[src/sv/lmfs_pkg.sv]
// Shared types, codes and constants of the frame store serializer.
package lmfs_pkg;

   // Request codes carried in the req_type field.
   localparam logic [1:0] REQ_DRAW   = 2'd0;
   localparam logic [1:0] REQ_COLOUR = 2'd1;
   localparam logic [1:0] REQ_FRAME  = 2'd2;
   localparam logic [1:0] REQ_TICK   = 2'd3;

   // Pixel draw modes; the fourth code leaves the pixel alone.
   localparam logic [1:0] DRAW_SET   = 2'd0;
   localparam logic [1:0] DRAW_CLEAR = 2'd1;
   localparam logic [1:0] DRAW_FLIP  = 2'd2;

   // Message kinds held while a message is shifted out.
   localparam logic KIND_COLOUR = 1'b0;
   localparam logic KIND_FRAME  = 1'b1;

   // Frame store geometry and message layout.
   localparam int FRAME_BYTES  = 256;
   localparam int FRAME_ADDR_W = $clog2(FRAME_BYTES);
   localparam int BYTE_INDEX_W = 9;
   localparam logic [BYTE_INDEX_W-1:0] COLOUR_MSG_LEN = 9'd5;
   localparam logic [BYTE_INDEX_W-1:0] FRAME_MSG_LEN  = 9'(FRAME_BYTES + 4);
   localparam logic [BYTE_INDEX_W-1:0] FRAME_FIRST    = 9'd3;
   localparam logic [BYTE_INDEX_W-1:0] FRAME_END      = 9'(FRAME_BYTES + 3);

   // Protocol bytes.
   localparam logic [7:0] HDR_COLOUR = 8'h42;
   localparam logic [7:0] TRAILER    = 8'h43;
   localparam logic [7:0] HDR_FRAME  = 8'h47;
   localparam logic [7:0] FRAME_ARG1 = 8'h7F;
   localparam logic [7:0] FRAME_ARG2 = 8'hFF;
   localparam logic [7:0] PIXEL_BIT0 = 8'h80;

   // Reset value of the half-bit tick count register.
   localparam logic [7:0] HALF_BIT_RESET = 8'd2;

   // Depth of the queue between the front and back parts.
   localparam int QUEUE_DEPTH = 2;
   localparam int QUEUE_PTR_W = $clog2(QUEUE_DEPTH);
   localparam int QUEUE_CNT_W = $clog2(QUEUE_DEPTH + 1);

   // Byte offset of each group of eight rows within a column.
   localparam logic [1:0] ROW_BLOCK_MAP [4] = '{2'd1, 2'd0, 2'd3, 2'd2};

   // One input item.
   typedef struct packed {
      logic [1:0] req_type;
      logic [5:0] pixel_x;
      logic [4:0] pixel_y;
      logic [1:0] draw_mode;
      logic [7:0] red_level;
      logic [7:0] green_level;
      logic [7:0] blue_level;
   } lmfs_req_type;

   // One result item.
   typedef struct packed {
      logic clock_line;
      logic data_line;
      logic busy_res;
      logic rejected;
   } lmfs_rsp_type;

   // A classified request as it travels through the queue.
   typedef struct packed {
      logic [1:0]              code;
      logic [FRAME_ADDR_W-1:0] pos;
      logic [7:0]              mask;
      logic [1:0]              mode;
      logic [6:0]              red;
      logic [6:0]              green;
      logic [6:0]              blue;
   } lmfs_cmd_type;

endpackage

[src/sv/lmfs_front.sv]
// Front part: classifies a request and works out its frame store byte and bit.
module lmfs_front (
   input  lmfs_pkg::lmfs_req_type req_data,
   output lmfs_pkg::lmfs_cmd_type cmd
);

   // Byte is the row block offset plus four times the column; bit is MSB first.
   always_comb begin
      cmd.code  = req_data.req_type;
      cmd.pos   = {req_data.pixel_x, lmfs_pkg::ROW_BLOCK_MAP[req_data.pixel_y[4:3]]};
      cmd.mask  = lmfs_pkg::PIXEL_BIT0 >> req_data.pixel_y[2:0];
      cmd.mode  = req_data.draw_mode;
      cmd.red   = req_data.red_level[7:1];
      cmd.green = req_data.green_level[7:1];
      cmd.blue  = req_data.blue_level[7:1];
   end

endmodule

[src/sv/lmfs_queue.sv]
// Short queue of classified requests between the front and back parts.
module lmfs_queue (
   input  logic                   clock,
   input  logic                   reset,
   input  logic                   in_valid,
   output logic                   in_ready,
   input  lmfs_pkg::lmfs_cmd_type in_cmd,
   output logic                   out_valid,
   input  logic                   out_ready,
   output lmfs_pkg::lmfs_cmd_type out_cmd
);

   lmfs_pkg::lmfs_cmd_type entry_ff [lmfs_pkg::QUEUE_DEPTH];
   logic [lmfs_pkg::QUEUE_PTR_W-1:0] wr_ptr_ff, wr_ptr_in;
   logic [lmfs_pkg::QUEUE_PTR_W-1:0] rd_ptr_ff, rd_ptr_in;
   logic [lmfs_pkg::QUEUE_CNT_W-1:0] count_ff, count_in;
   logic push;
   logic pop;

   // Handshake on both sides.
   assign in_ready  = (count_ff < lmfs_pkg::QUEUE_CNT_W'(lmfs_pkg::QUEUE_DEPTH));
   assign out_valid = (count_ff != '0);
   assign out_cmd   = entry_ff[rd_ptr_ff];
   assign push      = in_valid && in_ready;
   assign pop       = out_valid && out_ready;

   // Pointer and fill count update.
   always_comb begin
      wr_ptr_in = wr_ptr_ff;
      rd_ptr_in = rd_ptr_ff;
      count_in  = count_ff;
      if (push) begin
         wr_ptr_in = (wr_ptr_ff == lmfs_pkg::QUEUE_PTR_W'(lmfs_pkg::QUEUE_DEPTH - 1)) ?
                     '0 : wr_ptr_ff + 1'b1;
      end
      if (pop) begin
         rd_ptr_in = (rd_ptr_ff == lmfs_pkg::QUEUE_PTR_W'(lmfs_pkg::QUEUE_DEPTH - 1)) ?
                     '0 : rd_ptr_ff + 1'b1;
      end
      if (push && !pop) begin
         count_in = count_ff + 1'b1;
      end else if (pop && !push) begin
         count_in = count_ff - 1'b1;
      end
   end

   // Control registers.
   always_ff @(posedge clock) begin
      if (reset) begin
         wr_ptr_ff <= '0;
         rd_ptr_ff <= '0;
         count_ff  <= '0;
      end else begin
         wr_ptr_ff <= wr_ptr_in;
         rd_ptr_ff <= rd_ptr_in;
         count_ff  <= count_in;
      end
   end

   // Queue storage.
   always_ff @(posedge clock) begin
      if (push) begin
         entry_ff[wr_ptr_ff] <= in_cmd;
      end
   end

endmodule

[src/sv/lmfs_back.sv]
// Back part: frame store, serial sender state and the result register.
module lmfs_back (
   input  logic                   clock,
   input  logic                   reset,
   input  logic                   cmd_valid,
   output logic                   cmd_ready,
   input  lmfs_pkg::lmfs_cmd_type cmd,
   input  logic                   csr_write_enable,
   input  logic [7:0]             csr_write_data,
   output logic                   rsp_valid,
   input  logic                   rsp_ready,
   output lmfs_pkg::lmfs_rsp_type rsp_data
);

   localparam int AW = lmfs_pkg::FRAME_ADDR_W;
   localparam int BW = lmfs_pkg::BYTE_INDEX_W;

   // Frame store memory with one valid bit per byte; an unwritten byte reads as zero.
   logic [7:0]             mem [lmfs_pkg::FRAME_BYTES];
   logic [lmfs_pkg::FRAME_BYTES-1:0] valid_ff;

   // Execute stage holding one request and its frame store byte.
   logic                   exec_valid_ff, exec_valid_in;
   lmfs_pkg::lmfs_cmd_type exec_cmd_ff;
   logic [7:0]             rd1_data_ff;
   logic                   rd1_valid_ff;
   logic                   fwd_hit_ff;
   logic [7:0]             fwd_byte_ff;

   // Sender read port, addressed by the next byte index.
   logic [7:0]             rd2_data_ff;
   logic                   rd2_valid_ff;
   logic [BW-1:0]          rd2_diff;
   logic [AW-1:0]          rd2_addr;

   // Sender state.
   logic                   sending_ff, sending_in;
   logic                   kind_ff, kind_in;
   logic [BW-1:0]          byte_index_ff, byte_index_in;
   logic [2:0]             bit_index_ff, bit_index_in;
   logic                   half_ff, half_in;
   logic [7:0]             tick_ff, tick_in;
   logic                   clock_level_ff, clock_level_in;
   logic                   data_level_ff, data_level_in;
   logic [6:0]             colour_ff [3];
   logic [7:0]             half_bit_ticks_ff;

   // Result register.
   logic                   rsp_valid_ff, rsp_valid_in;
   lmfs_pkg::lmfs_rsp_type rsp_data_ff, rsp_data_in;

   logic                   exec_fire;
   logic                   load;
   logic                   wr_en;
   logic [7:0]             wr_data;
   logic                   fwd_hit_in;
   logic [7:0]             old_byte;
   logic [7:0]             frame_byte;
   logic [7:0]             msg_byte;

   // Stage handshakes: execute moves when the result register is free or drains.
   assign exec_fire     = exec_valid_ff && (!rsp_valid_ff || rsp_ready);
   assign cmd_ready     = !exec_valid_ff || exec_fire;
   assign load          = cmd_valid && cmd_ready;
   assign exec_valid_in = load || (exec_valid_ff && !exec_fire);
   assign rsp_valid_in  = exec_fire || (rsp_valid_ff && !rsp_ready);
   assign rsp_valid     = rsp_valid_ff;
   assign rsp_data      = rsp_data_ff;

   // A write in execute to the byte being read for the next request is forwarded.
   assign fwd_hit_in = exec_fire && wr_en && (exec_cmd_ff.pos == cmd.pos);
   assign old_byte   = fwd_hit_ff ? fwd_byte_ff : (rd1_valid_ff ? rd1_data_ff : 8'h00);
   assign frame_byte = rd2_valid_ff ? rd2_data_ff : 8'h00;

   // Byte of the current message at the current byte index.
   always_comb begin
      if (kind_ff == lmfs_pkg::KIND_COLOUR) begin
         case (byte_index_ff)
            9'd0:    msg_byte = lmfs_pkg::HDR_COLOUR;
            9'd1:    msg_byte = {1'b0, colour_ff[0]};
            9'd2:    msg_byte = {1'b0, colour_ff[1]};
            9'd3:    msg_byte = {1'b0, colour_ff[2]};
            default: msg_byte = lmfs_pkg::TRAILER;
         endcase
      end else begin
         case (byte_index_ff)
            9'd0:    msg_byte = lmfs_pkg::HDR_FRAME;
            9'd1:    msg_byte = lmfs_pkg::FRAME_ARG1;
            9'd2:    msg_byte = lmfs_pkg::FRAME_ARG2;
            default: begin
               msg_byte = (byte_index_ff < lmfs_pkg::FRAME_END) ? frame_byte
                                                                : lmfs_pkg::TRAILER;
            end
         endcase
      end
   end

   // Execute one request: draw, start a message, or advance the sender by one tick.
   always_comb begin
      logic [7:0]    limit;
      logic [8:0]    tick_next;
      logic [BW-1:0] byte_next;
      logic [BW-1:0] msg_len;
      limit          = (half_bit_ticks_ff == 8'd0) ? 8'd1 : half_bit_ticks_ff;
      tick_next      = {1'b0, tick_ff} + 9'd1;
      byte_next      = byte_index_ff + 1'b1;
      msg_len        = (kind_ff == lmfs_pkg::KIND_FRAME) ? lmfs_pkg::FRAME_MSG_LEN
                                                         : lmfs_pkg::COLOUR_MSG_LEN;
      sending_in     = sending_ff;
      kind_in        = kind_ff;
      byte_index_in  = byte_index_ff;
      bit_index_in   = bit_index_ff;
      half_in        = half_ff;
      tick_in        = tick_ff;
      clock_level_in = clock_level_ff;
      data_level_in  = data_level_ff;
      wr_en          = 1'b0;
      wr_data        = old_byte;
      rsp_data_in.clock_line = clock_level_ff;
      rsp_data_in.data_line  = data_level_ff;
      rsp_data_in.rejected   = 1'b0;
      if (exec_fire) begin
         if (exec_cmd_ff.code == lmfs_pkg::REQ_TICK) begin
            if (sending_ff) begin
               if (!half_ff) begin
                  data_level_in  = msg_byte[3'd7 - bit_index_ff];
                  clock_level_in = 1'b0;
               end else begin
                  clock_level_in = 1'b1;
               end
               rsp_data_in.clock_line = clock_level_in;
               rsp_data_in.data_line  = data_level_in;
               if (tick_next < {1'b0, limit}) begin
                  tick_in = tick_next[7:0];
               end else begin
                  tick_in = 8'd0;
                  if (!half_ff) begin
                     half_in = 1'b1;
                  end else begin
                     half_in = 1'b0;
                     if (bit_index_ff != 3'd7) begin
                        bit_index_in = bit_index_ff + 1'b1;
                     end else begin
                        bit_index_in  = 3'd0;
                        data_level_in = 1'b1;
                        byte_index_in = byte_next;
                        if (byte_next >= msg_len) begin
                           byte_index_in  = '0;
                           sending_in     = 1'b0;
                           clock_level_in = 1'b1;
                        end
                     end
                  end
               end
            end
         end else if (sending_ff) begin
            rsp_data_in.rejected = 1'b1;
         end else begin
            case (exec_cmd_ff.code)
               lmfs_pkg::REQ_DRAW: begin
                  case (exec_cmd_ff.mode)
                     lmfs_pkg::DRAW_SET: begin
                        wr_en   = 1'b1;
                        wr_data = old_byte | exec_cmd_ff.mask;
                     end
                     lmfs_pkg::DRAW_CLEAR: begin
                        wr_en   = 1'b1;
                        wr_data = old_byte & ~exec_cmd_ff.mask;
                     end
                     lmfs_pkg::DRAW_FLIP: begin
                        wr_en   = 1'b1;
                        wr_data = old_byte ^ exec_cmd_ff.mask;
                     end
                     default: wr_en = 1'b0;
                  endcase
               end
               lmfs_pkg::REQ_COLOUR, lmfs_pkg::REQ_FRAME: begin
                  kind_in       = (exec_cmd_ff.code == lmfs_pkg::REQ_FRAME) ?
                                  lmfs_pkg::KIND_FRAME : lmfs_pkg::KIND_COLOUR;
                  byte_index_in = '0;
                  bit_index_in  = 3'd0;
                  half_in       = 1'b0;
                  tick_in       = 8'd0;
                  sending_in    = 1'b1;
               end
               default: wr_en = 1'b0;
            endcase
         end
      end
      rsp_data_in.busy_res = sending_in;
   end

   // The sender port prefetches the frame byte for the next byte index.
   assign rd2_diff = byte_index_in - lmfs_pkg::FRAME_FIRST;
   assign rd2_addr = rd2_diff[AW-1:0];

   // Frame store memory: one write port and two registered read ports.
   always_ff @(posedge clock) begin
      if (wr_en) begin
         mem[exec_cmd_ff.pos] <= wr_data;
      end
      if (load) begin
         rd1_data_ff <= mem[cmd.pos];
      end
      rd2_data_ff <= mem[rd2_addr];
   end

   // Valid bits and their registered reads; reset empties the frame store at once.
   always_ff @(posedge clock) begin
      if (reset) begin
         valid_ff     <= '0;
         rd1_valid_ff <= 1'b0;
         rd2_valid_ff <= 1'b0;
      end else begin
         if (wr_en) begin
            valid_ff[exec_cmd_ff.pos] <= 1'b1;
         end
         if (load) begin
            rd1_valid_ff <= valid_ff[cmd.pos];
         end
         rd2_valid_ff <= valid_ff[rd2_addr];
      end
   end

   // Execute stage payload and forwarding capture.
   always_ff @(posedge clock) begin
      if (load) begin
         exec_cmd_ff <= cmd;
         fwd_hit_ff  <= fwd_hit_in;
         fwd_byte_ff <= wr_data;
      end
      if (exec_fire && !sending_ff && (exec_cmd_ff.code == lmfs_pkg::REQ_COLOUR)) begin
         colour_ff[0] <= exec_cmd_ff.red;
         colour_ff[1] <= exec_cmd_ff.green;
         colour_ff[2] <= exec_cmd_ff.blue;
      end
      if (exec_fire) begin
         rsp_data_ff <= rsp_data_in;
      end
   end

   // Control and sender state registers.
   always_ff @(posedge clock) begin
      if (reset) begin
         exec_valid_ff     <= 1'b0;
         rsp_valid_ff      <= 1'b0;
         sending_ff        <= 1'b0;
         kind_ff           <= lmfs_pkg::KIND_COLOUR;
         byte_index_ff     <= '0;
         bit_index_ff      <= 3'd0;
         half_ff           <= 1'b0;
         tick_ff           <= 8'd0;
         clock_level_ff    <= 1'b1;
         data_level_ff     <= 1'b1;
         half_bit_ticks_ff <= lmfs_pkg::HALF_BIT_RESET;
      end else begin
         exec_valid_ff  <= exec_valid_in;
         rsp_valid_ff   <= rsp_valid_in;
         sending_ff     <= sending_in;
         kind_ff        <= kind_in;
         byte_index_ff  <= byte_index_in;
         bit_index_ff   <= bit_index_in;
         half_ff        <= half_in;
         tick_ff        <= tick_in;
         clock_level_ff <= clock_level_in;
         data_level_ff  <= data_level_in;
         if (csr_write_enable) begin
            half_bit_ticks_ff <= csr_write_data;
         end
      end
   end

endmodule

[src/sv/led_matrix_framebuffer_serializer.sv]
// Top level of the 64x32 monochrome frame store with its two-wire serial sender.
//
// Requests arrive on the req_ channel (valid/ready); every accepted request gives
// exactly one result on the rsp_ channel, in order. A draw sets, clears or inverts
// one pixel, a colour or frame request starts a message, and a tick advances the
// serial sender by one step. Results carry the clock and data line levels, busy
// and a flag for requests refused while a message is in flight.
// While the receiver does not stall, one request per cycle is sustained, set by the
// single execute stage that updates the sender state and does the frame store
// read-modify-write (with forwarding between neighboring draws). A two-entry queue
// separates the classifying front from the executing back. When the receiver
// stalls, the result register holds, the execute stage and then the queue fill,
// and req_ready falls; nothing is lost. Reset is synchronous: the frame store
// reads as all zeros at once through its valid bits, so no clearing pass is
// needed, both lines idle high and the tick count per clock half returns to two.
// csr_write_enable writes that count; the user must use it only while the block
// is idle, and the block itself does not enforce this.
module led_matrix_framebuffer_serializer (
   input  logic                   clock,
   input  logic                   reset,
   input  logic                   req_valid,
   output logic                   req_ready,
   input  lmfs_pkg::lmfs_req_type req_data,
   output logic                   rsp_valid,
   input  logic                   rsp_ready,
   output lmfs_pkg::lmfs_rsp_type rsp_data,
   input  logic                   csr_write_enable,
   input  logic [7:0]             csr_write_data
);

   lmfs_pkg::lmfs_cmd_type front_cmd;
   lmfs_pkg::lmfs_cmd_type queue_cmd;
   logic                   queue_valid;
   logic                   queue_ready;

   // Classify each request.
   lmfs_front u_front (
      .req_data (req_data),
      .cmd      (front_cmd)
   );

   // Queue between the front and back parts.
   lmfs_queue u_queue (
      .clock     (clock),
      .reset     (reset),
      .in_valid  (req_valid),
      .in_ready  (req_ready),
      .in_cmd    (front_cmd),
      .out_valid (queue_valid),
      .out_ready (queue_ready),
      .out_cmd   (queue_cmd)
   );

   // Execute requests and produce results.
   lmfs_back u_back (
      .clock            (clock),
      .reset            (reset),
      .cmd_valid        (queue_valid),
      .cmd_ready        (queue_ready),
      .cmd              (queue_cmd),
      .csr_write_enable (csr_write_enable),
      .csr_write_data   (csr_write_data),
      .rsp_valid        (rsp_valid),
      .rsp_ready        (rsp_ready),
      .rsp_data         (rsp_data)
   );

endmodule

[config.mk]
export PLATFORM = sky130hd
export DESIGN_NAME = led_matrix_framebuffer_serializer
export DESIGN_NICKNAME = d
export VERILOG_FILES = /design/src/sv/lmfs_pkg.sv /design/src/sv/lmfs_front.sv /design/src/sv/lmfs_queue.sv /design/src/sv/lmfs_back.sv /design/src/sv/led_matrix_framebuffer_serializer.sv
export SDC_FILE = /design/constraint.sdc
export NUM_CORES = 2
export LEC_CHECK = 0
export BUFFER_PORTS_ARGS = -buffer_cell sky130_fd_sc_hd__buf_2
export CAP_MARGIN = 20
export CORE_UTILIZATION = 45
export DETAILED_ROUTE_END_ITERATION = 6
export GPL_TIMING_DRIVEN = 1
export PLACE_DENSITY = 0.61
export SLEW_MARGIN = 20
export SYNTH_ARGS = -nofsm -noshare
export SYNTH_HDL_FRONTEND = slang
export SYNTH_HIERARCHICAL = 1
export SYNTH_SLANG_ARGS = --single-unit
[constraint.sdc]
create_clock -name clock -period 29.9 [get_ports clock]
set_input_delay 1.495 -clock clock [delete_from_list [all_inputs] [get_ports clock]]
set_output_delay 1.495 -clock clock [all_outputs]
set_load 0.005 [all_outputs]
==> metrics.yaml <==
cp_top_family: "simple AND/OR/NAND/NOR gates"
path_cells: "ha_1 -> and3_1 -> nand3_1 -> nor2_1 -> xor2_1 -> ha_1 -> or2_2 -> a22oi_2 -> nand3_1 -> o21ai_0 -> ha_4 -> buf_4 -> buf_4 -> buf_4 -> nor3_1 -> nor4_1 -> nor3_1 -> nor4_1 -> a2111oi_0 -> nor3_1"
grt_max_degree: 258
synth_edf_count: 2213
ioPinCount: 58
synth_top_area_share_pct: 56.9
seq_area_frac_synth_pct: 62.1
async_flop_share_pct: 0
grt_pass1_vias: 68362
yosysWarnings: 6
antenna_found_initial: 20
ir_drop_uv: 94.2
cts_sinks: 2519
die_width_um: 512
post-route-min-period_ns: 9.59
nFillCells: 20628
max_freq_mhz: 104
avgRoutedWirePerCell_um: 36.6
core-area_um2: 257000
rows: 186
fin_crit_sh_pct: 32.1
syn-cell-area_um2: 117000
ctsResizeCount: 0
critPathMaxFanout: 57
initial_utilization_pct: 45.4
tns_ns: 0
via_per_inst: 6.79
wirelength_um: 374000
ant_nets: 0
worstSetupPathType: "flop to flop"
cts_tree: "built"
status: "completed"
hold_slack_ns: 0.395
cp.arrival_ns: 10.45
start_kind: "flop"
clk_latency_ns: 0.97
vias: 69347
setup_ws_ns: 20.31
power_mw: 10.2
chipHeight_um: 512
ctsHoldBuffers: 0
crit_path_end_kind: "flop"
yosys.area.top_type: "edfxtp_1"
critPathSlowestCell: "dfxtp_1"
setup_viol: 0
synth_cell_types: 87
maxSlewHeadroom_pct: 17.6
numCtsBuffers: 288
grt_overflow_total: 0
synth_most_common_cell: "edfxtp_1"
dp_hpwl_um: 237000
area_growth_pct: 11.8
fin_nets: 6684
cp_slowest_stage_delay_ns: 0.89
cts.path.max_buffers: 4
maxCapViolCount: 0
synth_area_leaders: "edfxtp_1 (57%), mux4_2 (24%), dfxtp_1 (5.2%)"
drc: 0
grt_pass1_wl_um: 524000
slew_viol_final: 0
powerDensity_nw_per_um2: 78.3
hold_violations: 0
path_buf_inv: 3
place_ws_ns: 20.62
syn-num-nets: 6678
grt_setup_unrepaired: "no"
finClkSkew_ns: 0.0791
htreeDepth: 5
grt_usage_pct: 28.4
utilization_pct: 50.7
drt_iter0_markers: 10300
synth-seq-cells: 2519
dr.pass1.iters: 6
synth-main-ff-cell: "edfxtp_1"
gp_congestion: 0.927
ys_top_cells_by_count: "edfxtp_1 (2213), mux4_2 (1260), nor2_1 (454), nand2_1 (415), dfxtp_1 (306)"
die-area_um2: 262000
p_leak_nw: 41.1
drive_above_1_share_pct: 30.8
clk_pin_slew_ns: 0.06
postCtsSetupRepairBufs: 0
tightestPinTransition_ns: 1.23
root_buffer: "clkbuf_16"
io_buffers: 54
postSynthAreaPerCell_um2: 17.7
worstPathRequired_ns: 30.76
min_path_type: "flop to flop"
synthCells: 6588
==> cells in the final DEF, fill, tap and decap left out, types with 35 or more instances in the layout <==
| cell | count |
|---|---|
| edfxtp_1 | 2213 |
| mux4_2 | 1260 |
| nand2_1 | 412 |
| nor2_1 | 391 |
| dfxtp_1 | 305 |
| clkbuf_16 | 296 |
| o21a_1 | 209 |
| buf_4 | 185 |
| mux2i_1 | 151 |
| nor3_1 | 144 |
| nand3_1 | 108 |
| a21oi_1 | 65 |
| nor4_1 | 62 |
| nor2_2 | 58 |
| and3_1 | 57 |
| clkbuf_1 | 53 |
| buf_2 | 53 |
| clkinv_1 | 51 |
| mux2_2 | 45 |
| clkinv_2 | 44 |
| a22oi_1 | 40 |
| inv_1 | 39 |
| nand4_1 | 39 |
| ha_1 | 37 |
| o21ai_0 | 35 |
==> worst reg2reg max path, cell delays in order, from the launching register on <==
cell and delay [ns]:
dfxtp_1 0.89, ha_1 0.70, and3_1 0.33, nand3_1 0.16, nor2_1 0.18, xor2_1 0.20, ha_1 0.27, or2_2 0.37
a22oi_2 0.50, nand3_1 0.33, o21ai_0 0.69, ha_4 0.62, buf_4 0.59, buf_4 0.67, buf_4 0.78, nor3_1 0.16
nor4_1 0.62, nor3_1 0.11, nor4_1 0.74, a2111oi_0 0.35, nor3_1 0.26
==> routing by layer <==
layer / up-vias / track usage, % / share of wire [%]
met1: 37025 / 38.8 / 38
met2: 4200 / 42.8 / 46
met3: 722 / 7.34 / 11
met5: - / 0 / 0.019
met4: 12 / 12.8 / 4.7
li1: 27388 / - / -
==> report_power, final <==
| group | total (mW) | switching [mW] | leakage, nW | internal, mW |
|---|---|---|---|---|
| clock network | 3.53 | 1.41 | 4.58 | 2.12 |
| registers | 4.38 | 0.0479 | 22.8 | 4.34 |
| logic | 2.31 | 1.49 | 13.8 | 0.813 |
| total | 10.2 | 2.95 | 41.1 | 7.27 |
==> flip-flops by register name, indices dropped and copies added, names as in the netlist, 9 cells and up, named ones only <==
signal,count
u_back/byte_index_ff,9
u_back/colour_ff,21
u_back/exec_cmd_ff,41
u_back/mem,2048
u_back/valid_ff,256
u_queue/entry_ff,82
==> worst paths after layout <==
| check | slack, ns | startpoint | to | cells after the start |
|---|---|---|---|---|
| worst max-delay path | 20.31 | u_back/byte_index_ff[0] | u_back/rd2_data_ff[1] | 20 |
| worst min-delay path | 0.39 | u_back/exec_cmd_ff[4] | u_back/colour_ff[0][18] | 0 |
| worst max register to register | 20.31 | u_back/byte_index_ff[0] | u_back/rd2_data_ff[1] | 20 |
| worst min register to register | 0.39 | u_back/exec_cmd_ff[4] | u_back/colour_ff[0][18] | 0 |
==> cell families after synthesis <==
family | after synthesis | synth area share, %
buffers and inverters | 587 | 2.26
adder cells (fa/ha/maj) | 38 | 0.407
flip-flops | 2519 | 62.1
multiplexers | 1465 | 26.1
XOR/XNOR | 33 | 0.263
AO/OA/AOI/OAI | 583 | 3.60
AND/OR/NAND/NOR | 1363 | 5.21
==> layout make-up <==
cell class / count / area [um^2] / share of cell area (%)
Antenna cell: 12 / 30.0 / 0.0230
Multi-Input combinational cell: 3482 / 42100 / 32.2
Inverter: 42 / 181 / 0.139
Tap cell: 3384 / 4230 / 3.24
Clock inverter: 143 / 1520 / 1.16
Clock buffer: 365 / 7830 / 5.99
Sequential cell: 2519 / 72600 / 55.6
Timing Repair Buffer: 261 / 2130 / 1.63
==> through the flow <==
stage	cell area [um^2]	cells
after floorplan	117000	6588
after detailed placement	121000	9683
final	131000	10208
after CTS	130000	10191
after global placement	121000	9680
after global routing	131000	10198
No activity file was read; power rests on OpenSTA's default activity.
